### src/design/tlbpt_pkg.sv
// Package for the TLB and page-table translator.
// Holds sizes, the controller state type and the command/status structs.
package tlbpt_pkg;
    localparam int TlbEntries = 16;
    localparam int TlbIdxW    = 4;
    localparam int PageCount  = 256;
    localparam int PageW      = 8;
    localparam int FrameW     = 8;
    localparam int CountW     = 16;
    localparam int FillW      = 9;
    localparam logic [FillW-1:0]  MaxFrames = 9'd256;
    localparam logic [CountW-1:0] CountMax  = '1;

    typedef enum logic [3:0] {
        t_idle_s  = 4'd0,
        t_clear_s = 4'd1,
        t_rd_s    = 4'd2,
        t_look_s  = 4'd3,
        t_scan_s  = 4'd4,
        t_evict_s = 4'd5,
        t_out_s   = 4'd6
    } t_state;

    typedef struct packed {
        logic clear_step;
        logic load;
        logic read_page;
        logic decide;
        logic scan_start;
        logic scan_step;
        logic evict;
        logic out_load;
    } t_cmd;

    typedef struct packed {
        logic clear_done;
        logic tlb_hit;
        logic need_scan;
        logic scan_done;
    } t_status;
endpackage

### src/design/tlbpt_ctrl.sv
// Controller state machine of the translator.
// Uses tlbpt_pkg; drives the datapath through t_cmd and reads t_status.
module tlbpt_ctrl (
    input  logic              i_clk,
    input  logic              i_rst_n,
    input  logic              i_in_valid,
    output logic              o_in_ready,
    input  logic              i_out_busy,
    input  tlbpt_pkg::t_status i_status,
    output tlbpt_pkg::t_cmd    o_cmd
);
    tlbpt_pkg::t_state r_state, n_state;

    always_ff @(posedge i_clk) begin
        if (!i_rst_n) begin
            r_state <= tlbpt_pkg::t_clear_s;
        end else begin
            r_state <= n_state;
        end
    end

    always_comb begin
        n_state = r_state;
        unique case (r_state)
            tlbpt_pkg::t_clear_s: if (i_status.clear_done) n_state = tlbpt_pkg::t_idle_s;
            tlbpt_pkg::t_idle_s:  if (i_in_valid) n_state = tlbpt_pkg::t_rd_s;
            tlbpt_pkg::t_rd_s:    n_state = tlbpt_pkg::t_look_s;
            tlbpt_pkg::t_look_s: begin
                if (i_status.need_scan) n_state = tlbpt_pkg::t_scan_s;
                else n_state = tlbpt_pkg::t_out_s;
            end
            tlbpt_pkg::t_scan_s:  if (i_status.scan_done) n_state = tlbpt_pkg::t_evict_s;
            tlbpt_pkg::t_evict_s: n_state = tlbpt_pkg::t_out_s;
            tlbpt_pkg::t_out_s:   if (!i_out_busy) n_state = tlbpt_pkg::t_idle_s;
            default:              n_state = tlbpt_pkg::t_idle_s;
        endcase
    end

    always_comb begin
        o_cmd = '0;
        o_in_ready = 1'b0;
        unique case (r_state)
            tlbpt_pkg::t_clear_s: o_cmd.clear_step = 1'b1;
            tlbpt_pkg::t_idle_s: begin
                o_in_ready = 1'b1;
                o_cmd.load = i_in_valid;
            end
            tlbpt_pkg::t_rd_s:    o_cmd.read_page = 1'b1;
            tlbpt_pkg::t_look_s: begin
                o_cmd.decide = 1'b1;
                o_cmd.scan_start = i_status.need_scan;
            end
            tlbpt_pkg::t_scan_s:  o_cmd.scan_step = 1'b1;
            tlbpt_pkg::t_evict_s: o_cmd.evict = 1'b1;
            tlbpt_pkg::t_out_s:   o_cmd.out_load = !i_out_busy;
            default: ;
        endcase
    end
endmodule

### config.mk
export PLATFORM = sky130hd
export DESIGN_NAME = tlbpt_ctrl
export DESIGN_NICKNAME = d
export VERILOG_FILES = /design/src/design/tlbpt_pkg.sv /design/src/design/tlbpt_ctrl.sv
export SDC_FILE = /design/constraint.sdc
export NUM_CORES = 1
export LEC_CHECK = 0
export ABC_AREA = 1
export BUFFER_PORTS_ARGS = -buffer_cell sky130_fd_sc_hd__buf_4
export CORE_AREA = 3 3 40 42
export CTS_CLUSTER_SIZE = 24
export DETAILED_ROUTE_END_ITERATION = 8
export DIE_AREA = 0 0 43 45
export PLACE_DENSITY_LB_ADDON = 0.1
export SKIP_CTS_REPAIR_TIMING = 1
export SYNTH_ARGS = -nofsm -noshare
export SYNTH_HDL_FRONTEND = slang
export SYNTH_SLANG_ARGS = --single-unit
### constraint.sdc
create_clock -name i_clk -period 2.05 [get_ports i_clk]
set_input_delay 0.1025 -clock i_clk [delete_from_list [all_inputs] [get_ports i_clk]]
set_output_delay 0.1025 -clock i_clk [all_outputs]
set_load 0.01 [all_outputs]
Yosys cells after proc, flatten, opt, wreduce, memory -nomap -nowiden
Index checks and enable logic that the tools add are counted.
{"block": "totals", "ff_bits": 4, "input_bits": 8, "output_inout_bits": 9, "word_cells": 28}
{"block": "op_classes", "n_eq_ne": 10, "n_mux": 14, "reduce_logical": 3}
{"op": "one-hot mux 4 bit (7 select lines)", "n": 1}
{"op": "two-way mux 4 bit", "n": 4}
{"op": "equality test 4 x 3 -> 1 bit (second input constant)", "n": 3}
{"op": "equality test 4 x 2 -> 1 bit (second input constant)", "n": 2}
{"op": "inequality test 2 bit (second input constant)", "n": 4}
{"op": "two-way mux 1 bit", "n": 7}
{"op": "equality test 4 x 1 -> 1 bit (second input constant)", "n": 1}
{"op": "logical NOT 4 bit", "n": 1}
{"op": "two-way mux 2 bit", "n": 2}
{"op": "AND reduction 4 bit", "n": 1}
{"op": "logical NOT 1 bit", "n": 1}

Depth between registers and ports, before layout
Gate-level depths: netlist of run 1.
{"block": "depth", "word_depth": 3, "ltp_mapped": 9, "mapped_depth_nobuf": 8}

Worst setup path after synthesis of run 1
Ideal clock, no wire load.
{"block": "synth_path", "path_kind": "register -> register", "startpoint": "register r_state[1]", "endpoint": "register r_state[2]", "setup_ns": 0.064, "arrival_time_ns": 1.085, "required_ns": 1.986, "slack_ns": 0.901, "path_stages_with_launch": 9, "n_path_buf": 1, "period_less_slack_ns": 1.149, "path_cell_list": "dfxtp_1 buf_4 inv_1 ha_1 nand2_1 o21ai_0 nand2_1 nand2_1 nor2_1"}
{"block": "synth_via", "elab_chain_len": 3, "elab_cells_between_ends": 13, "cone_classes": "eq/ne (10); mux (1); reduce/logical (2)"}
{"element": "from (decl)", "line_no": "tlbpt_ctrl.sv:12", "text": "tlbpt_pkg::t_state r_state, n_state;"}
{"element": "from (signal assigned)", "line_no": "tlbpt_ctrl.sv:16", "text": "r_state <= tlbpt_pkg::t_clear_s;"}
{"element": "from (signal assigned)", "line_no": "tlbpt_ctrl.sv:18", "text": "r_state <= n_state;"}
{"element": "equality test 4 x 1 -> 1 bit, or another cell as far along", "line_no": "tlbpt_ctrl.sv:24", "text": "unique case (r_state)"}
{"element": "inequality test 2 bit (no source line)"}
{"element": "AND reduction 4 bit (no source line)"}
Parallel ways exist; a longest one is shown, timed or not.
A chain may end at the register's enable or synchronous reset.

==> results_dict.tcl, run 1 <==
set metrics [dict create \
    post-route-min-period_ns 1.348 \
    synth_edf_count 0 \
    pin_count 17 \
    p_comb_share_pct 64.9 \
    synth-seq-area-share_pct 20.43 \
    crit_type "reg -> out" \
    top_regs "r_state x3" \
    worstPathRequired_ns 1.95 \
    synth_largest_area_cell "dfxtp_1" \
    switchingPower_mw 0.3169 \
    grt_pass1_vias 287 \
    power.leakage_nw 0.2658 \
    drtPass1Iterations 4 \
    slew_headroom_pct 77.02 \
    ant_nets 0 \
    worst_slew_pin_slew_ns 0.3442 \
    synth.area.top_cells "dfxtp_1, nand2_1, nand3_1, inv_1, nor2_1" \
    port_buffers 15 \
    seq_power_share_pct 19.5 \
    diodes 0 \
    max_stage_delay_ns 0.49 \
    cts_tree "done" \
    sw_frac_of_total_pct 48.34 \
    drive_above_1_share_pct 35.29 \
    power.share.clock_pct 15.6 \
    min_period_over_period_pct 65.78 \
    crit_path_end_kind "output pin" \
    skew_ns 0.001745 \
    grt_max_degree 9 \
    irDropWorstVdd_mv 0.3855 \
    worst-path-max-fanout 8 \
    start_util_pct 22.88 \
    wl_per_cell_um 9.349 \
    syn_inst 50 \
    synthDominantCellAreaShare_pct 20.43 \
    htreeDepth 1 \
    worstPathCellList "inv_2 -> nor4_1 -> buf_4" \
    crit_family "flip-flops" \
    netlist_area_sq_um 294.0 \
    final_hold_viol_count 0 \
    routed_wirelength_um 776 \
    clkSinkCount 3 \
    max_freq_ghz 0.7416 \
    cts_buffer_depth 2 \
    clk_latency_ns 0.23 \
    startpoint_type "flip-flop" \
    status "complete, no violations" \
    internal_power_mw 0.3386 \
    syn-num-nets 59 \
    hold_class "in -> reg" \
    synth-async-reset-ratio_pct 0 \
    vias_per_cell 4.169 \
    setup_viol 0 \
    place_inst 79 \
    power_density_nw_per_um2 1476 \
    dp_hpwl_um 628.2 \
    ys.flop_type "dfxtp_1" \
    slowest_stage "dfxtp_1" \
    fp.coreArea_sq_um 1285 \
    avgSynthCellArea_sq_um 5.881 \
    rows 13 \
    yosysWarnings 0 \
    drv_cap 0 \
    clockRootBuffer "clkbuf_4" \
    grt_pass1_wl_mm 1.255 \
    synth-seq-cells 3 \
    slew_viol_final 0 \
    crit_buf_inv 2 \
    yosysMostFrequentCell "nand2_1" \
    cts_made_buffers 3 \
    tns_ns 0 \
    worstPathArrival_ns 1.25 \
    grt_setup_unrepaired "false" \
    regMostFlops "r_state" \
    gp_congestion 0.7153 \
    antenna_found_initial 0 \
    final_cells 83 \
    grt_overflow 0 \
    vias 346 \
    synth_common_cells "nand2_1, inv_1, nor2_1, nand3_1, dfxtp_1" \
    grtUsageTotal_pct 8.887 \
    drc 0 \
    die_h_um 45 \
    layout.nets 78 \
    drt_iter0_markers 4 \
    fp.dieW_um 43 \
    die-area_sq_um 1935 \
    area.growth.synth_to_final_pct 51.06 \
    largest_reg_flops 3 \
    clkTransAtPathRegs_ns 0.04 \
    yosysUniqueCellTypes 17 \
]
routing by layer:
| metal | share of wire (%) | vias to the layer above | routed length, um | track usage (%) |
|---|---|---|---|---|
| li1 | - | 194 | - | - |
| met1 | 47 | 145 | 363 | 11.72 |
| met4 | 0 | 0 | 0 | 7.229 |
| met3 | 3.9 | 0 | 30 | 2.789 |
| met2 | 49 | 7 | 382 | 11.68 |
| met5 | 0 | - | 0 | 0 |
cell type report:
type | count | area [sq um]
clock buffer | 4 | 26.28
fill | 159 | 840.8
inverter | 9 | 33.78
multi-input combinational | 36 | 185.2
sequential | 3 | 60.06
tap | 15 | 18.77
timing repair buffer | 16 | 120.1
final timing paths:
check,start,endpoint,slack (ns),cells past startpoint
worst min-delay path,i_rst_n,r_state[0],0.08,2
worst min register to register,r_state[2],r_state[2],0.61,2
worst max register to register,r_state[0],r_state[0],0.78,7
worst max-delay path,r_state[2],o_cmd[0],0.70,3
cells in the final DEF, fill, tap and decap left out, types with 2 or more instances in the layout:
cell	instances
buf_4	16
nand2_1	11
inv_1	8
nor2_1	7
nand3_1	6
clkbuf_4	3
dfxtp_1	3
nor3_1	2
nor2_4	2
logic make-up (layout without fill, tap and decap cells):
family                     count (synthesis)  count (layout)  synth area share, %
AOI/OAI and AO/OA                          2               2                3.401
and+or+nand+nor                           33              33                55.33
buffers and inverters                     11              29                16.59
DFF                                        3               3                20.43
adders and majority gates                  1               1                4.255
metrics by stage:
stage | instance area [sq um] | utilization, % | total power, mW | hold WS [ns] | setup slack [ns]
detailed placement | 417.9 | 32.52 | 0.5584 | 0.3260 | 0.7983
global placement | 417.9 | 32.52 | 0.5657 | 0.3234 | 0.7949
CTS | 444.2 | 34.57 | 0.6675 | 0.06981 | 0.6789
floorplan | 294.0 | - | 0.4162 | 0.1867 | 0.9011
finish | 444.2 | 34.57 | 0.6554 | 0.07897 | 0.7015
global route | 444.2 | 34.57 | 0.7265 | 0.06571 | 0.5933
power groups by stage:
| stage | registers [mW] | clock network [mW] | logic (mW) |
|---|---|---|---|
| 4_1_cts | 0.127 | 0.109 | 0.431 |
| 3_3_place_gp | 0.130 | 0 | 0.436 |
| 5_1_grt | 0.133 | 0.115 | 0.478 |
| 3_5_place_dp | 0.128 | 0 | 0.431 |
| 6_report | 0.127 | 0.102 | 0.426 |
| 2_1_floorplan | 0.103 | 0 | 0.313 |
Note: power is estimated with default switching activity, not from simulation.
==> inputs of run 2 (changes only) <==
clock period = 1.24 ns   (was 2.05 ns; I/O delays follow)
==> run 2 against run 1 <==
  * The run now ends with negative setup slack left
  * Sequential power increased by 73%
  * Final area increased by 25%
  * Cell count increased by 8.4%
  * Hold slack got worse by 0.050 ns
  * First-iteration DRC count unchanged
  * Non-clock buffer count increased by 7
  * Combinational power increased by 130%
  * Register-to-register slack got worse by 0.74 ns
  * Routed wire length increased by 20%
  * Highest routed layer is now met4
  * Sequential cell count unchanged
  * Global-route usage increased by 0.76 points
  * Clock skew increased by 0.0035 ns
==> results_dict.tcl, run 2 (synthesis results as in run 1) <==
set metrics [dict create \
    layout_common_cells "buf_4, nand2_1, inv_1" \
    grt_max_degree 8 \
    r2r_start "r_state[1]" \
    post-route-min-period_ns 1.297 \
    hold_slack_ns 0.02945 \
    tns_ns -0.05749 \
    fillers 140 \
    cts_buffer_depth 2 \
    drt_iter0_markers 4 \
    hold_class "in -> reg" \
    top_regs "r_state x3" \
    skew_ns 0.005202 \
    fp.dieW_um 43 \
    rows 13 \
    ff2ff_setup_slack_ns 0.04 \
    reg2reg_depth 7 \
    largest_reg_flops 3 \
    critPathLaunch "r_state[1]" \
    start_util_pct 22.88 \
    layout.nets 85 \
    worstPathRequired_ns 1.18 \
    fp.coreArea_sq_um 1285 \
    grt_setup_unrepaired "true" \
    gp_congestion 0.7264 \
    min_period_over_period_pct 104.6 \
    regMostFlops "r_state" \
    worstReg2RegEnd "r_state[1]" \
    setup_ws_ns -0.05749 \
    slew_headroom_pct 85.69 \
    vias 383 \
    die-area_sq_um 1935 \
    die_h_um 45 \
    cts_made_buffers 3 \
    grtUsageTotal_pct 9.643 \
    dp_hpwl_um 660.6 \
    cts_tree "done" \
    setup_viol 1 \
    area.growth.synth_to_final_pct 88.51 \
    max_freq_ghz 0.7707 \
    wl_per_cell_um 10.36 \
    drv_cap 0 \
    crit_path_end_kind "output pin" \
    drive_above_1_share_pct 54.67 \
    vias_per_cell 4.256 \
    grt_overflow 0 \
    ant_nets 0 \
    diodes 0 \
    htreeDepth 1 \
    clkTransAtPathRegs_ns 0.04 \
    worst-path-max-fanout 5 \
    final_common_cell "buf_4" \
    regArea_sq_um 66.31 \
    grt_pass1_wl_mm 1.317 \
    power_density_nw_per_um2 2497 \
    violations "negative setup slack" \
    routed_wirelength_um 932 \
    status "complete, but fails checks" \
    drc 0 \
    slew_viol_final 0 \
    crit_type "reg -> out" \
    clockRootBuffer "clkbuf_4" \
    post-place-ws_ns 0.06801 \
    startpoint_type "flip-flop" \
    drtPass1Iterations 4 \
    critPathCapture "o_cmd[6]" \
    worstPathArrival_ns 1.24 \
    grt_pass1_vias 317 \
    antenna_found_initial 0 \
    pin_count 17 \
    port_buffers 15 \
    clkSinkCount 3 \
    worst_slew_pin_slew_ns 0.2144 \
    clk_latency_ns 0.24 \
    power.leakage_nw 0.3117 \
    final_hold_viol_count 0 \
    irDropWorstVdd_mv 0.7389 \
    multi_input_comb_area_sq_um 217.7 \
]
[run 2: cell types whose count changed in the layout (fill, tap and decap cells not counted), sizes merged]
cell | before | now
buf | 16 | 23
[run 2: how the worst min path moves through the flow]
| stage | endpoint | slack, ns | startpoint | cells after the start |
|---|---|---|---|---|
| 3_5_place_dp | r_state[0] | 0.29 | i_rst_n | 2 |
| 3_3_place_gp | r_state[0] | 0.28 | i_rst_n | 2 |
| 2_1_floorplan | r_state[0] | 0.15 | i_rst_n | 1 |
| 4_1_cts | r_state[0] | 0.03 | i_rst_n | 2 |
| 5_1_grt | r_state[0] | 0.03 | i_rst_n | 2 |
| 6_report | r_state[0] | 0.03 | i_rst_n | 2 |
[run 2: per-stage QoR]
step / cell area (sq um) / total power [mW] / utilization [%] / cells
after global routing: 554.3 / 1.509 / 43.14 / 90
final: 554.3 / 1.384 / 43.14 / 90
after CTS: 481.7 / 1.200 / 37.49 / 88
after detailed placement: 455.4 / 1.013 / 35.44 / 84
after global placement: 455.4 / 1.024 / 35.44 / 84
after floorplan: 294.0 / 0.6880 / - / 50
[run 2: layout make-up]
cell class / count / area share, %
multi-input combinational: 36 / 39.28
sequential: 3 / 11.96
tap: 15 / 3.386
clock buffer: 4 / 4.740
timing repair buffer: 23 / 34.54
inverter: 9 / 6.095
[run 2: layer usage]
layer	global-route usage, %	vias up	part of all wire, %
met5	0	-	0
met4	7.229	0	2.1
met3	2.789	2	4.8
met2	15.27	12	53
met1	11.03	162	40
li1	-	207	-
[run 2: where the power goes]
part | leakage (nW) | total [mW] | switching (mW) | internal, mW
combinational | 0.271 | 0.984 | 0.509 | 0.475
clock | 0.0150 | 0.180 | 0.0593 | 0.121
sequential | 0.0258 | 0.220 | 0.0639 | 0.156
[run 2: worst max-delay path, stage by stage, from the launching register on]
cell	delay (ns)
dfxtp_4	0.35
buf_6	0.13
nor2_4	0.12
nand2_2	0.07
buf_6	0.12
nor2_2	0.08
buf_4	0.12
